--- src/design/lbr_pkg.sv ---
// Package for the Bresenham line rasterizer: widths, codes and shared types.
// No dependencies; used by every module of the block.
package lbr_pkg;

  localparam int LBR_COORD_BITS = 14;
  localparam int LBR_REG_W      = 13;
  localparam int LBR_IDX_W      = 24;
  localparam int LBR_COLOR_W    = 32;
  localparam int LBR_CFG_IDX_W  = 1;

  localparam logic [LBR_REG_W-1:0] LBR_SCREEN_RESET = LBR_REG_W'(500);

  typedef enum logic [0:0] {
    OP_START   = 1'b0,
    OP_ADVANCE = 1'b1
  } lbr_op_t;

  typedef enum logic [LBR_CFG_IDX_W-1:0] {
    CFG_SCREEN_WIDTH  = 1'b0,
    CFG_SCREEN_HEIGHT = 1'b1
  } lbr_cfg_idx_t;

  // Status that travels with one pixel from the stepper to the output stage.
  typedef struct packed {
    logic emitted;  // pixel was produced (not an advance while idle)
    logic active;   // more pixels of the line remain
  } lbr_flags_t;

endpackage

--- src/design/line_bresenham_rasterizer.sv ---
// Bresenham line rasterizer, top level: input register, stepper, output stage, config.
// Depends on lbr_pkg, lbr_stepper and lbr_pixel_out.
//
// A start item (tuser 0) loads both endpoints and the color and yields the first
// pixel; each advance item (tuser 1) yields the next pixel along the major axis, or,
// with no line in progress, an idle result with nothing drawn. Exactly one result
// comes out per item, one item per clock sustained while out_tready stays high. An
// item passes the input register, the stepper register and the result register in
// that order, and its result is offered from the result register. Stalls only come
// from out_tready, whose hold-off reaches in_tready in the same cycle.
// The rate is set by the stepper, whose decision term and position loop back through
// their own registers alone; the index multiply sits in the stage after it.
// The user must write screen width and height through the cfg port while the block is idle; nothing enforces it.
module line_bresenham_rasterizer
  import lbr_pkg::*;
#(
  parameter int COORD_BITS = LBR_COORD_BITS
) (
  input  logic                         clk,
  input  logic                         rst_n,
  input  logic                         in_tvalid,
  output logic                         in_tready,
  // opcode
  input  logic                         in_tuser,
  // x_start, y_start, x_end, y_end, line_color, zero fill
  input  logic [((4*COORD_BITS+LBR_COLOR_W+7)/8)*8-1:0] in_tdata,
  output logic                         out_tvalid,
  input  logic                         out_tready,
  // pixel_valid, line_active
  output logic [1:0]                   out_tuser,
  // pixel_x, pixel_y, pixel_index, pixel_color, zero fill
  output logic [((2*COORD_BITS+LBR_IDX_W+LBR_COLOR_W+7)/8)*8-1:0] out_tdata,
  input  logic                         cfg_wr_en,
  input  logic [LBR_CFG_IDX_W-1:0]     cfg_index,
  input  logic [LBR_REG_W-1:0]         cfg_wdata
);

  localparam int CW   = COORD_BITS;
  localparam int ODW  = ((2*CW+LBR_IDX_W+LBR_COLOR_W+7)/8)*8;

  logic [LBR_REG_W-1:0]    width_r, height_r;
  logic                    in_valid_r;
  logic                    op_r;
  logic signed [CW-1:0]    xs_r, ys_r, xe_r, ye_r;
  logic [LBR_COLOR_W-1:0]  color_r;
  logic                    step_ready;
  logic                    pix_valid, pix_ready;
  lbr_flags_t              pix_flags;
  logic signed [CW-1:0]    pix_x, pix_y;
  logic [LBR_COLOR_W-1:0]  pix_color;
  logic                    o_pv, o_act;
  logic signed [CW-1:0]    o_x, o_y;
  logic [LBR_IDX_W-1:0]    o_index;
  logic [LBR_COLOR_W-1:0]  o_color;

  always_ff @(posedge clk) begin
    if (!rst_n) begin
      width_r  <= LBR_SCREEN_RESET;
      height_r <= LBR_SCREEN_RESET;
    end else if (cfg_wr_en) begin
      case (lbr_cfg_idx_t'(cfg_index))
        CFG_SCREEN_WIDTH:  width_r  <= cfg_wdata;
        CFG_SCREEN_HEIGHT: height_r <= cfg_wdata;
        default: ;
      endcase
    end
  end

  assign in_tready = !in_valid_r || step_ready;

  always_ff @(posedge clk) begin
    if (!rst_n) begin
      in_valid_r <= 1'b0;
    end else if (in_tready) begin
      in_valid_r <= in_tvalid;
    end
  end

  always_ff @(posedge clk) begin
    if (in_tvalid && in_tready) begin
      op_r    <= in_tuser;
      xs_r    <= in_tdata[CW-1:0];
      ys_r    <= in_tdata[2*CW-1:CW];
      xe_r    <= in_tdata[3*CW-1:2*CW];
      ye_r    <= in_tdata[4*CW-1:3*CW];
      color_r <= in_tdata[4*CW+LBR_COLOR_W-1:4*CW];
    end
  end

  lbr_stepper #(.COORD_BITS(COORD_BITS)) u_stepper (
    .clk        (clk),
    .rst_n      (rst_n),
    .in_valid   (in_valid_r),
    .in_ready   (step_ready),
    .opcode     (op_r),
    .x_start    (xs_r),
    .y_start    (ys_r),
    .x_end      (xe_r),
    .y_end      (ye_r),
    .line_color (color_r),
    .pix_valid  (pix_valid),
    .pix_ready  (pix_ready),
    .pix_flags  (pix_flags),
    .pix_x      (pix_x),
    .pix_y      (pix_y),
    .pix_color  (pix_color)
  );

  lbr_pixel_out #(.COORD_BITS(COORD_BITS)) u_pixel_out (
    .clk             (clk),
    .rst_n           (rst_n),
    .screen_width    (width_r),
    .screen_height   (height_r),
    .pix_valid       (pix_valid),
    .pix_ready       (pix_ready),
    .pix_flags       (pix_flags),
    .pix_x           (pix_x),
    .pix_y           (pix_y),
    .pix_color       (pix_color),
    .out_valid       (out_tvalid),
    .out_ready       (out_tready),
    .out_pixel_valid (o_pv),
    .out_line_active (o_act),
    .out_x           (o_x),
    .out_y           (o_y),
    .out_index       (o_index),
    .out_color       (o_color)
  );

  assign out_tuser = {o_act, o_pv};
  assign out_tdata = ODW'({o_color, o_index, o_y, o_x});

endmodule

--- src/design/lbr_stepper.sv ---
// Bresenham stepper: line setup on start items, one major-axis step on advance items in a line.
// Holds the line state and the registered pixel; depends on lbr_pkg.
module lbr_stepper
  import lbr_pkg::*;
#(
  parameter int COORD_BITS = LBR_COORD_BITS
) (
  input  logic                          clk,
  input  logic                          rst_n,
  input  logic                          in_valid,
  output logic                          in_ready,
  input  logic                          opcode,
  input  logic signed [COORD_BITS-1:0]  x_start,
  input  logic signed [COORD_BITS-1:0]  y_start,
  input  logic signed [COORD_BITS-1:0]  x_end,
  input  logic signed [COORD_BITS-1:0]  y_end,
  input  logic [LBR_COLOR_W-1:0]        line_color,
  output logic                          pix_valid,
  input  logic                          pix_ready,
  output lbr_flags_t                    pix_flags,
  output logic signed [COORD_BITS-1:0]  pix_x,
  output logic signed [COORD_BITS-1:0]  pix_y,
  output logic [LBR_COLOR_W-1:0]        pix_color
);

  localparam int CW = COORD_BITS;
  localparam int DW = COORD_BITS + 3;

  logic signed [CW-1:0]     cur_x_r, cur_x_nxt;
  logic signed [CW-1:0]     cur_y_r, cur_y_nxt;
  logic signed [DW-1:0]     dec_r, dec_nxt;
  logic signed [DW-1:0]     inc_minor_r, inc_minor_nxt;
  logic signed [DW-1:0]     inc_both_r, inc_both_nxt;
  logic [CW-1:0]            left_r, left_nxt;
  logic                     x_neg_r, x_neg_nxt;
  logic                     y_neg_r, y_neg_nxt;
  logic                     major_y_r, major_y_nxt;
  logic [LBR_COLOR_W-1:0]   color_r, color_nxt;
  logic                     emitted;
  logic                     take;
  logic                     pix_valid_r;
  lbr_flags_t               pix_flags_r;
  logic signed [CW-1:0]     pix_x_r, pix_y_r;
  logic [LBR_COLOR_W-1:0]   pix_color_r;

  // Setup and step terms
  logic signed [CW:0]       dx, dy;
  logic [CW-1:0]            adx, ady, major, minor;
  logic                     maj_y;
  logic [DW-1:0]            two_minor, two_major;
  logic                     dec_pos;
  logic signed [CW-1:0]     step_x, step_y;

  assign in_ready = !pix_valid_r || pix_ready;
  assign take     = in_valid && in_ready;

  always_comb begin
    dx        = (CW+1)'(x_end) - (CW+1)'(x_start);
    dy        = (CW+1)'(y_end) - (CW+1)'(y_start);
    adx       = dx[CW] ? CW'(-dx) : dx[CW-1:0];
    ady       = dy[CW] ? CW'(-dy) : dy[CW-1:0];
    maj_y     = ady > adx;
    major     = maj_y ? ady : adx;
    minor     = maj_y ? adx : ady;
    two_minor = {2'b00, minor, 1'b0};
    two_major = {2'b00, major, 1'b0};
    dec_pos   = !dec_r[DW-1] && (dec_r != '0);
    step_x    = x_neg_r ? '1 : CW'(1);
    step_y    = y_neg_r ? '1 : CW'(1);
  end

  always_comb begin
    cur_x_nxt     = cur_x_r;
    cur_y_nxt     = cur_y_r;
    dec_nxt       = dec_r;
    inc_minor_nxt = inc_minor_r;
    inc_both_nxt  = inc_both_r;
    left_nxt      = left_r;
    x_neg_nxt     = x_neg_r;
    y_neg_nxt     = y_neg_r;
    major_y_nxt   = major_y_r;
    color_nxt     = color_r;
    emitted       = 1'b1;
    if (opcode == OP_START) begin
      cur_x_nxt     = x_start;
      cur_y_nxt     = y_start;
      x_neg_nxt     = dx[CW];
      y_neg_nxt     = dy[CW];
      major_y_nxt   = maj_y;
      dec_nxt       = $signed(two_minor - {3'b000, major});
      inc_minor_nxt = $signed(two_minor);
      inc_both_nxt  = $signed(two_minor - two_major);
      left_nxt      = (major != '0) ? major - CW'(1) : '0;
      color_nxt     = line_color;
    end else if (left_r == '0) begin
      // Advance with no line in progress: hold position, nothing drawn.
      emitted = 1'b0;
    end else begin
      dec_nxt = dec_pos ? dec_r + inc_both_r : dec_r + inc_minor_r;
      if (major_y_r) begin
        cur_y_nxt = cur_y_r + step_y;
        if (dec_pos) begin
          cur_x_nxt = cur_x_r + step_x;
        end
      end else begin
        cur_x_nxt = cur_x_r + step_x;
        if (dec_pos) begin
          cur_y_nxt = cur_y_r + step_y;
        end
      end
      left_nxt = left_r - CW'(1);
    end
  end

  always_ff @(posedge clk) begin
    if (!rst_n) begin
      cur_x_r     <= '0;
      cur_y_r     <= '0;
      dec_r       <= '0;
      inc_minor_r <= '0;
      inc_both_r  <= '0;
      left_r      <= '0;
      x_neg_r     <= 1'b0;
      y_neg_r     <= 1'b0;
      major_y_r   <= 1'b0;
      color_r     <= '0;
      pix_valid_r <= 1'b0;
    end else begin
      if (take) begin
        cur_x_r     <= cur_x_nxt;
        cur_y_r     <= cur_y_nxt;
        dec_r       <= dec_nxt;
        inc_minor_r <= inc_minor_nxt;
        inc_both_r  <= inc_both_nxt;
        left_r      <= left_nxt;
        x_neg_r     <= x_neg_nxt;
        y_neg_r     <= y_neg_nxt;
        major_y_r   <= major_y_nxt;
        color_r     <= color_nxt;
        pix_valid_r <= 1'b1;
      end else if (pix_ready) begin
        pix_valid_r <= 1'b0;
      end
    end
  end

  always_ff @(posedge clk) begin
    if (take) begin
      pix_flags_r.emitted <= emitted;
      pix_flags_r.active  <= (left_nxt != '0);
      pix_x_r             <= cur_x_nxt;
      pix_y_r             <= cur_y_nxt;
      pix_color_r         <= color_nxt;
    end
  end

  assign pix_valid = pix_valid_r;
  assign pix_flags = pix_flags_r;
  assign pix_x     = pix_x_r;
  assign pix_y     = pix_y_r;
  assign pix_color = pix_color_r;

endmodule

--- src/design/lbr_pixel_out.sv ---
// Output stage: screen clipping, linear index x + y * width, and the result register.
// Depends on lbr_pkg.
module lbr_pixel_out
  import lbr_pkg::*;
#(
  parameter int COORD_BITS = LBR_COORD_BITS
) (
  input  logic                          clk,
  input  logic                          rst_n,
  input  logic [LBR_REG_W-1:0]          screen_width,
  input  logic [LBR_REG_W-1:0]          screen_height,
  input  logic                          pix_valid,
  output logic                          pix_ready,
  input  lbr_flags_t                    pix_flags,
  input  logic signed [COORD_BITS-1:0]  pix_x,
  input  logic signed [COORD_BITS-1:0]  pix_y,
  input  logic [LBR_COLOR_W-1:0]        pix_color,
  output logic                          out_valid,
  input  logic                          out_ready,
  output logic                          out_pixel_valid,
  output logic                          out_line_active,
  output logic signed [COORD_BITS-1:0]  out_x,
  output logic signed [COORD_BITS-1:0]  out_y,
  output logic [LBR_IDX_W-1:0]          out_index,
  output logic [LBR_COLOR_W-1:0]        out_color
);

  localparam int CW   = COORD_BITS;
  localparam int CMPW = (CW - 1 > LBR_REG_W) ? CW - 1 : LBR_REG_W;
  localparam int PW   = CW - 1 + LBR_REG_W;
  localparam int SW   = ((PW > LBR_IDX_W) ? PW : LBR_IDX_W) + 1;

  logic [CMPW-1:0]          x_cmp, y_cmp, w_cmp, h_cmp;
  logic                     on_screen;
  logic [PW-1:0]            row_base;
  logic [SW-1:0]            index_sum;
  logic [LBR_IDX_W-1:0]     index_val;
  logic                     out_valid_r;
  logic                     pv_r, act_r;
  logic signed [CW-1:0]     x_r, y_r;
  logic [LBR_IDX_W-1:0]     index_r;
  logic [LBR_COLOR_W-1:0]   color_r;

  always_comb begin
    x_cmp     = CMPW'(pix_x[CW-2:0]);
    y_cmp     = CMPW'(pix_y[CW-2:0]);
    w_cmp     = CMPW'(screen_width);
    h_cmp     = CMPW'(screen_height);
    on_screen = pix_flags.emitted && !pix_x[CW-1] && !pix_y[CW-1] &&
                (x_cmp < w_cmp) && (y_cmp < h_cmp);
    row_base  = PW'(pix_y[CW-2:0]) * PW'(screen_width);
    index_sum = SW'(row_base) + SW'(pix_x[CW-2:0]);
    index_val = on_screen ? index_sum[LBR_IDX_W-1:0] : '0;
  end

  assign pix_ready = !out_valid_r || out_ready;

  always_ff @(posedge clk) begin
    if (!rst_n) begin
      out_valid_r <= 1'b0;
    end else if (pix_ready) begin
      out_valid_r <= pix_valid;
    end
  end

  always_ff @(posedge clk) begin
    if (pix_valid && pix_ready) begin
      pv_r    <= on_screen;
      act_r   <= pix_flags.active;
      x_r     <= pix_x;
      y_r     <= pix_y;
      index_r <= index_val;
      color_r <= pix_color;
    end
  end

  assign out_valid       = out_valid_r;
  assign out_pixel_valid = pv_r;
  assign out_line_active = act_r;
  assign out_x           = x_r;
  assign out_y           = y_r;
  assign out_index       = index_r;
  assign out_color       = color_r;

endmodule

--- config.mk ---
export PLATFORM = sky130hd
export DESIGN_NAME = line_bresenham_rasterizer
export DESIGN_NICKNAME = d
export VERILOG_FILES = /design/src/design/lbr_pkg.sv /design/src/design/line_bresenham_rasterizer.sv /design/src/design/lbr_stepper.sv /design/src/design/lbr_pixel_out.sv
export SDC_FILE = /design/constraint.sdc
export NUM_CORES = 1
export LEC_CHECK = 0
export BUFFER_PORTS_ARGS = -buffer_cell sky130_fd_sc_hd__buf_2
export CORE_ASPECT_RATIO = 1.5
export CORE_MARGIN = 2
export CORE_UTILIZATION = 45
export DETAILED_ROUTE_END_ITERATION = 8
export PLACE_DENSITY = 0.72
export RECOVER_POWER = 100
export SYNTH_ARGS = -nofsm -noshare
export SYNTH_HDL_FRONTEND = slang
export SYNTH_SLANG_ARGS = --single-unit
--- constraint.sdc ---
create_clock -name clk -period 15.5 [get_ports clk]
set_input_delay 3.1 -clock clk [delete_from_list [all_inputs] [get_ports clk]]
set_output_delay 3.1 -clock clk [all_outputs]
set_load 0.01 [all_outputs]
==> key figures <==
CTS
  – Hold Buf Count CTS: 0
  – Post-CTS repair timing setup buffer count: 0
  – Clock Tree Buf Depth: 3
  – Worst skew pair latency: 0.59 ns
  – Post-cts resize count: 0
  – Clk sink count: 389
  – Root buf cell: clkbuf_16
  – CTS HTree Levels: 2
  – Reg clk slew, reported paths: 0.06 ns
  – CTS tree: yes
  – TritonCTS Buffers: 41

Power
  – Worst vdd ir: 0.000105 V
  – Sw Share: 0.447
  – P_int: between 3 and 4 mW
  – Comb power frac: 0.615
  – Clock share of power: 0.167
  – Leak Pwr: 12.5 nW
  – Pwr Density: 194 nW/µm²
  – NetSw: around 2.6 mW
  – Seq pwr share: 0.218

Floorplan
  – Die ar.: 62500 µm²
  – Cell row count: 110
  – Initial Util: 0.454
  – Die H: around 300 µm
  – Core Footprint: 59900 µm²
  – DIE WIDTH: between 200 and 250 µm
  – IO Count: 200

Placed design
  – Post-DP HPWL: 50400 µm
  – Number of port buffers: 195
  – Routability-driven placement congestion ratio: roughly 0.96
  – Dpl ws: 6.22 ns

Yosys
  – Mapped Cells: 2825
  – Synth Area per Inst: roughly 9.6 µm²
  – Post-synth top area share: 0.262
  – Most area-consuming cells after synthesis: edfxtp_1 26%, dfxtp_1 11%, fa_1 9.9%
  – Post-synth top flop: edfxtp_1
  – Post-Syn Area: about 27000 µm²
  – Count of state elements after synthesis: 389
  – Async SR Flop Fraction: 0
  – Top cell type by total area after synthesis: edfxtp_1
  – Sequential-to-total area share from yosys stat: 0.374
  – Post-synth EDFFs: between 200 and 250
  – Synth cell types: 92
  – YS warnings: 0

STA
  – Final Worst Setup Slack: 4.10 ns
  – Final hold vios: 0
  – Fin crit period: 11.40 ns
  – Slew HR: -3.37
  – Final setup violation count: 0
  – Clock skew: between 0.01 and 0.015 ns
  – Unrepaired setup endpoints after global routing: false
  – Slew @ Worst Pin: 6.56 ns
  – Setup TNS: 0 ns
  – Fmax: 0.0877 GHz
  – Max-slew violations: 751
  – Final period util: 0.735

Finish
  – Area taken by multi-input logic gates: 15400 µm²
  – Most frequent cells in the layout: 429 x nand2_1, 275 x inv_1, 237 x edfxtp_1
  – Filler cell count in the final layout: 5639
  – Commonest non-fill, non-tap cell in the layout: nand2_1
  – Register Area: 10200 µm²
  – Nets: 3404
  – P&R area growth vs syn: 10.0%
  – Layout cell share with drive strength beyond 1: 0.0746
  – Ant diodes: 0

Critical path
  – Worst EP required: ~16 ns
  – Critical path type: reg2reg
  – Crit-path max cell delay: 2.08 ns
  – Most numerous cell on the critical path: a21oi_1
  – CP max stage cell: a21oi_1
  – Crit path DAT: 11.87 ns
  – CP endpoint kind: flop
  – Critical path peak fanout: 34
  – CP startpoint kind: flop

Routing
  – DR pass1 iterations: 8
  – Routed Antenna Nets: 0
  – Via Count: approximately 20000
  – WL/cell: between 15 and 20 µm
  – Via-to-Cell Ratio: 5.40
  – Post-Route WL: 66900 µm
  – 1st-iter DRT viols: about 1100
  – Drt drc: 0

Global route
  – Vias in the first global route: 20700
  – Largest net degree at the start of global routing: 127
  – Initial antenna violation count: 1
  – Total gr overflow: 0
  – GRT Overall Usage: 0.216
  – First-pass GRT wire length: 107000 µm

Flow run
  – Max-cap viol count: 14

Worst hold path
  – Min-Delay Path Class: reg2reg

Status
  – Status: finished, violations left
  – Violated checks: max-capacitance violations, max-slew violations
-- cell usage after synthesis (all sizes together), types with 5 or more instances --
cell type  number
buf            27
edfxtp        237
maj3            7
a22oi           5
nor2          140
ha            193
a31oi          19
o21a            7
o221ai          7
mux2           52
a211oi         17
and2          103
nor4           13
o211ai         37
o31a            5
dfxtp         152
a21boi         97
a21oi         140
nand3          27
xor2           33
nand2         431
or3            15
a211o           6
nand2b         26
inv           279
and3           11
o21bai         31
o21ai         105
nor3b          11
nand4           9
o211a          22
o22ai           8
a2111oi         5
xnor2         117
fa            135
o31ai          15
clkbuf         95
nor3           33
a21o           41
mux2i          37
nor2b          27
-- layer usage --
metal | vias up | GRT usage | share of wire
li1 | 9944 | - | -
met1 | 9835 | 0.257 | 0.40
met2 | 505 | 0.392 | 0.51
met3 | 143 | 0.0265 | 0.043
met4 | 2 | 0.0859 | 0.039
met5 | - | 0 | 0.00019
-- final timing paths --
kind	start	end	slack [ns]	cells after the start
worst min-delay path	u_stepper.pix_color[17]	u_pixel_out.out_color[17]	0.41	0
worst max-delay path	xs_r[0]	u_stepper.dec_r[14]	4.10	34
worst min register to register	u_stepper.pix_color[17]	u_pixel_out.out_color[17]	0.41	0
worst max register to register	xs_r[0]	u_stepper.dec_r[14]	4.10	34
-- worst max-delay path, delay by kind of cell, from the launching register on --
kind	cells	cell delay, ns
xor+xnor	1	0.85
flops	1	0.39
compound gates	18	6.28
buf+inv	3	0.89
simple gates	7	1.05
fa+ha+maj	5	1.82
-- state kept, by name, summed over array words and instances, names as in the netlist, 15 cells and up --
register               count
color_r                   32
u_pixel_out.out_color     32
u_stepper.color_r         32
u_stepper.pix_color       32
u_pixel_out.out_index     24
u_stepper.dec_r           17
u_stepper.inc_both_r      15
-- per-stage QoR --
step / cell area [µm²] / util / hold slack (ns) / power (mW) / cells
2_1_floorplan: 27200 / - / 0.400 / 4.08 / 2828
3_3_place_gp: 28900 / 0.483 / 0.401 / 4.84 / 3709
3_5_place_dp: 28900 / 0.483 / 0.405 / 4.88 / 3709
4_1_cts: 30200 / 0.504 / 0.414 / 5.88 / 3785
5_1_grt: 29900 / 0.500 / 0.423 / 6.31 / 3785
6_report: 29900 / 0.500 / 0.414 / 5.82 / 3785
-- layout make-up --
cell class / count / area share
Clock buffer: 52 / 0.0360
Clock inverter: 24 / 0.00740
Inverter: 283 / 0.0355
Multi-Input combinational cell: 2034 / 0.516
Sequential cell: 389 / 0.340
Tap cell: 784 / 0.0328
Timing Repair Buffer: 219 / 0.0328
-- kinds of logic (layout without fill, tap and decap cells) --
logic type      after synthesis  count (layout)  share of synthesized area
xor+xnor                    150             150                     0.0486
flops                       389             389                      0.374
compound gates              591             591                      0.147
mux                          89              89                     0.0354
buf+inv                     405             578                     0.0574
fa+ha+maj                   335             335                      0.191
simple gates                865             865                      0.147
other cells                   1               4                   0.000138
-- power groups by stage --
stage	logic [mW]	clock network [mW]	registers, mW
CTS	3.62	1.00	1.26
finish	3.58	0.971	1.27
global placement	3.56	0	1.28
floorplan	2.82	0	1.26
global route	4.00	1.04	1.28
detailed placement	3.60	0	1.29
Power figures use the tool's default switching activity.
